**config.mk**
```make
export PLATFORM = sky130hd
export DESIGN_NAME = sorted_top_k_table
export DESIGN_NICKNAME = d
export VERILOG_FILES = /design/src/rtl/stk_pkg.sv /design/src/rtl/stk_cell.sv /design/src/rtl/sorted_top_k_table.sv
export SDC_FILE = /design/constraint.sdc
export NUM_CORES = 2
export LEC_CHECK = 0
export BUFFER_PORTS_ARGS = -buffer_cell sky130_fd_sc_hd__buf_2
export CORE_UTILIZATION = 25
export CTS_BUF_LIST = sky130_fd_sc_hd__clkbuf_4
export CTS_CLUSTER_DIAMETER = 50
export CTS_CLUSTER_SIZE = 14
export DETAILED_ROUTE_END_ITERATION = 10
export MAX_ROUTING_LAYER = met4
export PLACE_DENSITY_LB_ADDON = 0.05
export SLEW_MARGIN = 10
export SYNTH_ARGS = -nofsm -noshare
export SYNTH_HDL_FRONTEND = slang
export SYNTH_HIERARCHICAL = 1
export SYNTH_SLANG_ARGS = --single-unit
```
**constraint.sdc**
```tcl
create_clock -name clk -period 10.37 [get_ports clk]
set_input_delay 2.5925 -clock clk [delete_from_list [all_inputs] [get_ports clk]]
set_output_delay 2.5925 -clock clk [all_outputs]
set_load 0.01 [all_outputs]
```
**src/rtl/stk_pkg.sv**
```systemverilog
// shared types and constants for the sorted top-k table
`timescale 1ns / 1ps
`default_nettype none
package stk_pkg;

  localparam int TABLE_DEPTH = 16;
  localparam int IDX_W       = $clog2(TABLE_DEPTH);
  localparam int CNT_W       = $clog2(TABLE_DEPTH + 1);
  localparam int CFG_W       = 5;
  localparam int SCORE_W     = 32;
  localparam int TAG_W       = 16;
  localparam int POS_W       = 4;
  localparam int COUNT_W     = 5;
  localparam int IN_DATA_W   = 56;
  localparam int OUT_DATA_W  = 56;
  localparam logic [CFG_W-1:0] CAP_RESET = CFG_W'(10);

  typedef enum logic {
    REQ_ADD    = 1'b0,
    REQ_REMOVE = 1'b1
  } req_t;

  typedef enum logic [1:0] {
    ST_ADDED         = 2'd0,
    ST_REJECTED      = 2'd1,
    ST_REMOVED       = 2'd2,
    ST_OUT_OF_BOUNDS = 2'd3
  } status_t;

  typedef enum logic [1:0] {
    OP_HOLD   = 2'd0,
    OP_ADD    = 2'd1,
    OP_REMOVE = 2'd2
  } op_t;

  typedef struct packed {
    logic signed [SCORE_W-1:0] score;
    logic [TAG_W-1:0]          tag;
  } entry_t;

  // broadcast from the top level to every cell
  typedef struct packed {
    op_t                       op;
    logic signed [SCORE_W-1:0] new_score;
    logic [TAG_W-1:0]          new_tag;
    logic [CNT_W-1:0]          held;
    logic                      open;
    logic [POS_W-1:0]          pos;
  } ctrl_t;

endpackage
`default_nettype wire

```
**src/rtl/stk_cell.sv**
```systemverilog
// one table slot: holds an entry and shifts with its neighbors
`timescale 1ns / 1ps
`default_nettype none
module stk_cell import stk_pkg::*; (
  input  logic             clk,
  input  logic [IDX_W-1:0] index,
  input  ctrl_t            ctrl,
  input  entry_t           left_entry,
  input  logic             left_ins,
  input  entry_t           right_entry,
  output entry_t           entry,
  output logic             ins
);

  entry_t           entry_next;
  logic [CNT_W-1:0] idx_ext;
  logic [CNT_W-1:0] limit;
  logic             valid;
  logic             gt;

  assign idx_ext = CNT_W'(index);
  assign valid   = idx_ext < ctrl.held;
  assign gt      = valid && (ctrl.new_score > entry.score);
  // new entry belongs here or earlier; open slot counts when not full
  assign ins     = gt || (ctrl.open && (idx_ext == ctrl.held));
  // last slot that takes part in the shift; the tail is dropped when full
  assign limit   = ctrl.open ? ctrl.held : ctrl.held - CNT_W'(1);

  always_comb begin
    entry_next = entry;
    case (ctrl.op)
      OP_ADD: begin
        if (ins && !left_ins) begin
          entry_next.score = ctrl.new_score;
          entry_next.tag   = ctrl.new_tag;
        end else if (left_ins && (idx_ext <= limit)) begin
          entry_next = left_entry;
        end
      end
      OP_REMOVE: begin
        if (idx_ext >= CNT_W'(ctrl.pos)) begin
          entry_next = right_entry;
        end
      end
      default: begin
        entry_next = entry;
      end
    endcase
  end

  always_ff @(posedge clk) begin
    entry <= entry_next;
  end

endmodule
`default_nettype wire

```
**src/rtl/sorted_top_k_table.sv**
```systemverilog
// top level of the sorted top-k table: cell row, count, config and result register
//
//  channel  | signals                          | payload, lowest bit first
//  ---------+----------------------------------+----------------------------------------
//  request  | s_tvalid s_tready s_tdata s_tuser| tdata: entry_score, entry_tag, position
//           |                                  | tuser: req_type
//  result   | m_tvalid m_tready m_tdata m_tuser| tdata: removed_score, removed_tag,
//           |                                  |        entry_count; tuser: status
//  config   | cfg_valid cfg_ready cfg_data     | entries_in_use
//
// one item per cycle unless a result stalls; the result is registered on acceptance
// every cell compares its stored score with the new one and all shift in the same cycle
// the single output register sets the pace: a new item is taken when it is empty or drained
// rst clears the count and the result valid flag and sets entries_in_use to 10
// a stalled result holds the request side; config is always ready
`timescale 1ns / 1ps
`default_nettype none
module sorted_top_k_table import stk_pkg::*; (
  input  logic                  clk,
  input  logic                  rst,
  // request
  input  logic                  s_tvalid,
  output logic                  s_tready,
  input  logic [IN_DATA_W-1:0]  s_tdata,   // entry_score[31:0], entry_tag[47:32], position[51:48]
  input  logic                  s_tuser,   // req_type[0]
  // result
  output logic                  m_tvalid,
  input  logic                  m_tready,
  output logic [OUT_DATA_W-1:0] m_tdata,   // removed_score[31:0], removed_tag[47:32],
                                           // entry_count[52:48]
  output logic [1:0]            m_tuser,   // status[1:0]
  // configuration
  input  logic                  cfg_valid,
  output logic                  cfg_ready,
  input  logic [CFG_W-1:0]      cfg_data   // entries_in_use[4:0]
);

  // request fields
  logic signed [SCORE_W-1:0] entry_score;
  logic [TAG_W-1:0]          entry_tag;
  logic [POS_W-1:0]          position;
  req_t                      req_type;

  assign entry_score = s_tdata[SCORE_W-1:0];
  assign entry_tag   = s_tdata[SCORE_W +: TAG_W];
  assign position    = s_tdata[SCORE_W+TAG_W +: POS_W];
  assign req_type    = req_t'(s_tuser);

  // registers
  logic [CFG_W-1:0] entries_in_use;
  logic [CNT_W-1:0] held;
  logic [CNT_W-1:0] held_next;

  logic             accept;
  logic [CFG_W-1:0] cap;
  logic             open;
  logic             add_ok;
  logic             in_bounds;
  ctrl_t            ctrl;
  status_t          status_next;
  entry_t           removed_next;

  entry_t cells [TABLE_DEPTH];
  logic   ins   [TABLE_DEPTH];

  assign cfg_ready = 1'b1;
  assign s_tready  = !m_tvalid || m_tready;
  assign accept    = s_tvalid && s_tready;

  // capacity saturates at the table depth
  assign cap  = (entries_in_use < CFG_W'(TABLE_DEPTH)) ? entries_in_use : CFG_W'(TABLE_DEPTH);
  // room for one more; a lowered capacity keeps the table full
  assign open = CNT_W'(held) < CNT_W'(cap);

  // scores are descending, so any cell claiming the insert means the tail loses
  always_comb begin
    add_ok = open;
    for (int i = 0; i < TABLE_DEPTH; i++) begin
      add_ok = add_ok || ins[i];
    end
  end

  assign in_bounds = CNT_W'(position) < held;

  always_comb begin
    ctrl.new_score = entry_score;
    ctrl.new_tag   = entry_tag;
    ctrl.held      = held;
    ctrl.open      = open;
    ctrl.pos       = position;
    ctrl.op        = OP_HOLD;
    held_next      = held;
    status_next    = ST_ADDED;
    removed_next   = '0;
    if (req_type == REQ_ADD) begin
      if (add_ok) begin
        status_next = ST_ADDED;
        ctrl.op     = accept ? OP_ADD : OP_HOLD;
        if (open) begin
          held_next = held + CNT_W'(1);
        end
      end else begin
        status_next = ST_REJECTED;
      end
    end else begin
      if (in_bounds) begin
        status_next  = ST_REMOVED;
        ctrl.op      = accept ? OP_REMOVE : OP_HOLD;
        removed_next = cells[position[IDX_W-1:0]];
        held_next    = held - CNT_W'(1);
      end else begin
        status_next = ST_OUT_OF_BOUNDS;
      end
    end
  end

  // row of cells; each sees its left and right neighbor, zero at the ends
  for (genvar i = 0; i < TABLE_DEPTH; i++) begin : g_cell
    entry_t left_e;
    entry_t right_e;
    logic   left_i;
    if (i == 0) begin : g_first
      assign left_e = '0;
      assign left_i = 1'b0;
    end else begin : g_mid
      assign left_e = cells[i-1];
      assign left_i = ins[i-1];
    end
    if (i == TABLE_DEPTH - 1) begin : g_last
      assign right_e = '0;
    end else begin : g_inner
      assign right_e = cells[i+1];
    end
    stk_cell u_cell (
      .clk         (clk),
      .index       (IDX_W'(i)),
      .ctrl        (ctrl),
      .left_entry  (left_e),
      .left_ins    (left_i),
      .right_entry (right_e),
      .entry       (cells[i]),
      .ins         (ins[i])
    );
  end

  // configuration register
  always_ff @(posedge clk) begin
    if (rst) begin
      entries_in_use <= CAP_RESET;
    end else if (cfg_valid && cfg_ready) begin
      entries_in_use <= cfg_data;
    end
  end

  // entry count
  always_ff @(posedge clk) begin
    if (rst) begin
      held <= '0;
    end else if (accept) begin
      held <= held_next;
    end
  end

  // result register
  always_ff @(posedge clk) begin
    if (rst) begin
      m_tvalid <= 1'b0;
    end else if (accept) begin
      m_tvalid <= 1'b1;
    end else if (m_tready) begin
      m_tvalid <= 1'b0;
    end
  end

  always_ff @(posedge clk) begin
    if (accept) begin
      m_tuser <= status_next;
      m_tdata <= {{(OUT_DATA_W - SCORE_W - TAG_W - COUNT_W){1'b0}},
                  COUNT_W'(held_next), removed_next.tag, removed_next.score};
    end
  end

endmodule
`default_nettype wire

```
==> results.toml <==
[finish]
nFillCells = 31360
seq_area_sq_um = 24940
final_nets = 8823
syn2layout_area_growth_pct = 14.24
stdcell_count = 12140
multi_input_area_sq_um = 45310
final_util_pct = 28.75
drive_gt1_share_pct = 16.41

[clock_network]
insertion_delay_ps = 1390
clkTransAtPathRegs_ps = 130
postCtsResizedCells = 0
cts_hold_buf = 0
cts.sinks = 834
cts_max_level = 4
cts_tree = "done"
post_cts_buffers = 0
clockBufferDepth = 4
numCtsBuffers = 192
clockRootBuffer = "clkbuf_4"

[timing]
setup-violations-final = 0
worst_pin_slew_ps = 1054
period_share_pct = 72.77
hold_viol = 0
clock.fmax_mhz = 132.5
whs_ps = 516.5
grt_setup_unrepaired = "false"
fin_skew_ps = 208.3
relSlewSlack_pct = 29.12
fin_crit_ps = 7546
fin_tns_setup_ps = 0
maxSlewViolCount = 0

[pwr]
p_clk_share_pct = 21.3
peakVddDrop_uv = 73.58
power_density_nw_per_um2 = 177.9
p_comb_share_pct = 42.4
seqPwrFrac_pct = 36.2
swShare_pct = 43.80
p_leak_nw = 33.36
p_int_w = 0.008546
p_switching_w = 0.006660

[worst_setup_path]
r2r_slack_ps = 4040
startpoint = "s_tdata[31]"
crit_type = "in2reg"
cp_data_arrival_time_ps = 8470
start_kind = "input pin"
cp_max_fo = 32
rr_startpoint = "held[3]$_SDFFE_PP0P_"
required_ps = 11290
worstSetupEndpointType = "flop"

[logic_synthesis]
yosysWarnings = 6
avgSynthCellArea_sq_um = 9.688
ys_types = 83
synth_top_family_by_area = "compound AO/OA/AOI/OAI gates"
synthCells = 7722
syn_area_sq_um = 74810
synth_largest_area_cell = "edfxtp_1"
synth_fa_ha_area_share_pct = 12.19
ys_seq_area_share_pct = 33.33
synth-simple-area-share_pct = 16.07
synth_flop_cell = "edfxtp_1"
netlist_top_cells_count = "824 x nor2_1, 823 x edfxtp_1, 729 x ha_1"
synth_top_cell_area_share_pct = 33.03
synth_edf_count = 823
synth-seq-cells = 834
ys_top_cells_by_area = "edfxtp_1 33%, ha_1 12%, mux4_2 6.9%"
synth-compound-area-share_pct = 20.13
synth_xor_area_share_pct = 0.8429
yosysMostFrequentCell = "nor2_1"
synthArstFlopShare_pct = 0
muxShareOfSynthArea_pct = 8.849

[detailed_routing]
first_pass_iters = 6
wl_per_cell_um = 29.57
wirelength_um = 358800
routed-via-count = 69030
antenna_left = 0
via_per_inst = 5.688
detail_route.iter0.violations = 6646
drc = 0

[grt]
grt_antenna_before_repair = 32
track_usage_pct = 23.81
grt_pass1_wl_um = 507500
grt_max_degree = 124
grt_pass1_vias = 66550
grt_overflow_total = 0

[worst_hold_path]
min_path_type = "reg2reg"
hold_start = "entries_in_use[2]$_SDFFE_PP0P_"

[placed_design]
dp.final_hpwl_um = 278300
place_inst = 11770
port-buffer-count = 119
place.gp.congestion = 0.8743

[die]
die_h_um = 549.0
die_area_sq_um = 301400
core_sq_um = 297300
top_level_ports = 128
row_count = 200
start_util_pct = 25.16
fp.dieW_um = 549.0

[outcome]
run_status = "complete, no violations"

[flow_run]
cap_violations = 0
-- sequential cells by signal, indices dropped and copies added, names as in the netlist --
name	flops
g_cell.u_cell/entry	768
m_tdata	53
entries_in_use	5
held	5
m_tuser	2
m_tvalid	1
-- power by group through the flow --
| stage | Sequential, W | Combinational, W | Clock (W) |
|---|---|---|---|
| 2_1_floorplan | 0.00508 | 0.00424 | 0 |
| 3_3_place_gp | 0.00555 | 0.00633 | 0 |
| 3_5_place_dp | 0.00554 | 0.00642 | 0 |
| 4_1_cts | 0.00547 | 0.00644 | 0.00339 |
| 5_1_grt | 0.00556 | 0.00703 | 0.00349 |
| 6_report | 0.00551 | 0.00645 | 0.00324 |
-- area by class of cell --
cell class	instances	area share (%)
clock buffer	224	1.968
timing repair buffer	563	5.783
multi-input combinational	5755	53.02
antenna	16	0.04685
sequential	834	29.19
tap	3939	5.767
clock inverter	123	1.236
inverter	681	2.994
-- cells by family after synthesis --
| group | count (synthesis) |
|---|---|
| AOI/OAI and AO/OA | 2095 |
| xor gates and xnor gates | 72 |
| muxes | 355 |
| buffers and inverters | 1396 |
| other | 2 |
| and+or+nand+nor | 2239 |
| DFF | 834 |
| adders and majority gates | 729 |
-- final timing paths --
check / end / cells past startpoint
setup / recovery: g_cell[15].u_cell/entry[41]$_DFFE_PP_ / 17
hold / removal: entries_in_use[2]$_SDFFE_PP0P_ / 2
setup reg to reg: g_cell[15].u_cell/entry[41]$_DFFE_PP_ / 19
hold reg to reg: entries_in_use[2]$_SDFFE_PP0P_ / 2
-- metrics by stage --
step	instance area, sq um	setup WS [ps]	total power, W
3_5_place_dp	82680	1421	0.01196
5_1_grt	85440	2441	0.01608
3_3_place_gp	82680	1417	0.01188
6_report	85460	2824	0.01521
4_1_cts	85420	2803	0.01529
2_1_floorplan	75800	1345	0.009323
-- worst max-delay path: stages --
cell and delay (ps):
buf_2 550, ha_1 550, nand4_4 260, nor2_2 40, a221o_1 330, a211o_1 390
o31a_4 510, or3_1 450, nor4_2 910, a41oi_1 260, nor2_1 260, nor2_4 60
buf_12 190, nand2b_4 310, o22ai_4 280, buf_12 210, buf_12 190
-- metal layers --
layer / track usage, % / wire length, um / part of all wire (%)
met2: 35.44 / 156000 / 43
met5: - / 0 / 0
met4: 4.735 / 6921 / 1.9
met1: 33.66 / 168700 / 47
met3: 4.083 / 27250 / 7.6
-- layout by cell type, fill, tap and decap left out, types with 37 or more instances in the layout --
cell type | synthesis | final
nor2_1 | 824 | 810
nor2b_1 | 101 | 101
inv_1 | 681 | 668
a21oi_1 | 378 | 378
mux4_2 | 228 | 228
nand2_1 | 136 | 136
ha_1 | 729 | 729
buf_2 | 155 | 115
nand2b_1 | 53 | 37
nand4_1 | 657 | 657
buf_4 | 46 | 367
o311ai_1 | 577 | 576
o21ai_0 | 92 | 92
buf_12 | 3 | 79
a21o_1 | 64 | 64
clkbuf_4 | 0 | 224
nand3_1 | 182 | 182
mux2i_1 | 100 | 100
edfxtp_1 | 823 | 823
a31oi_1 | 673 | 673
conb_1 | 2 | 265
xnor2_1 | 69 | 69
o21ai_1 | 71 | 71
Note: power is estimated with default switching activity, not from simulation.
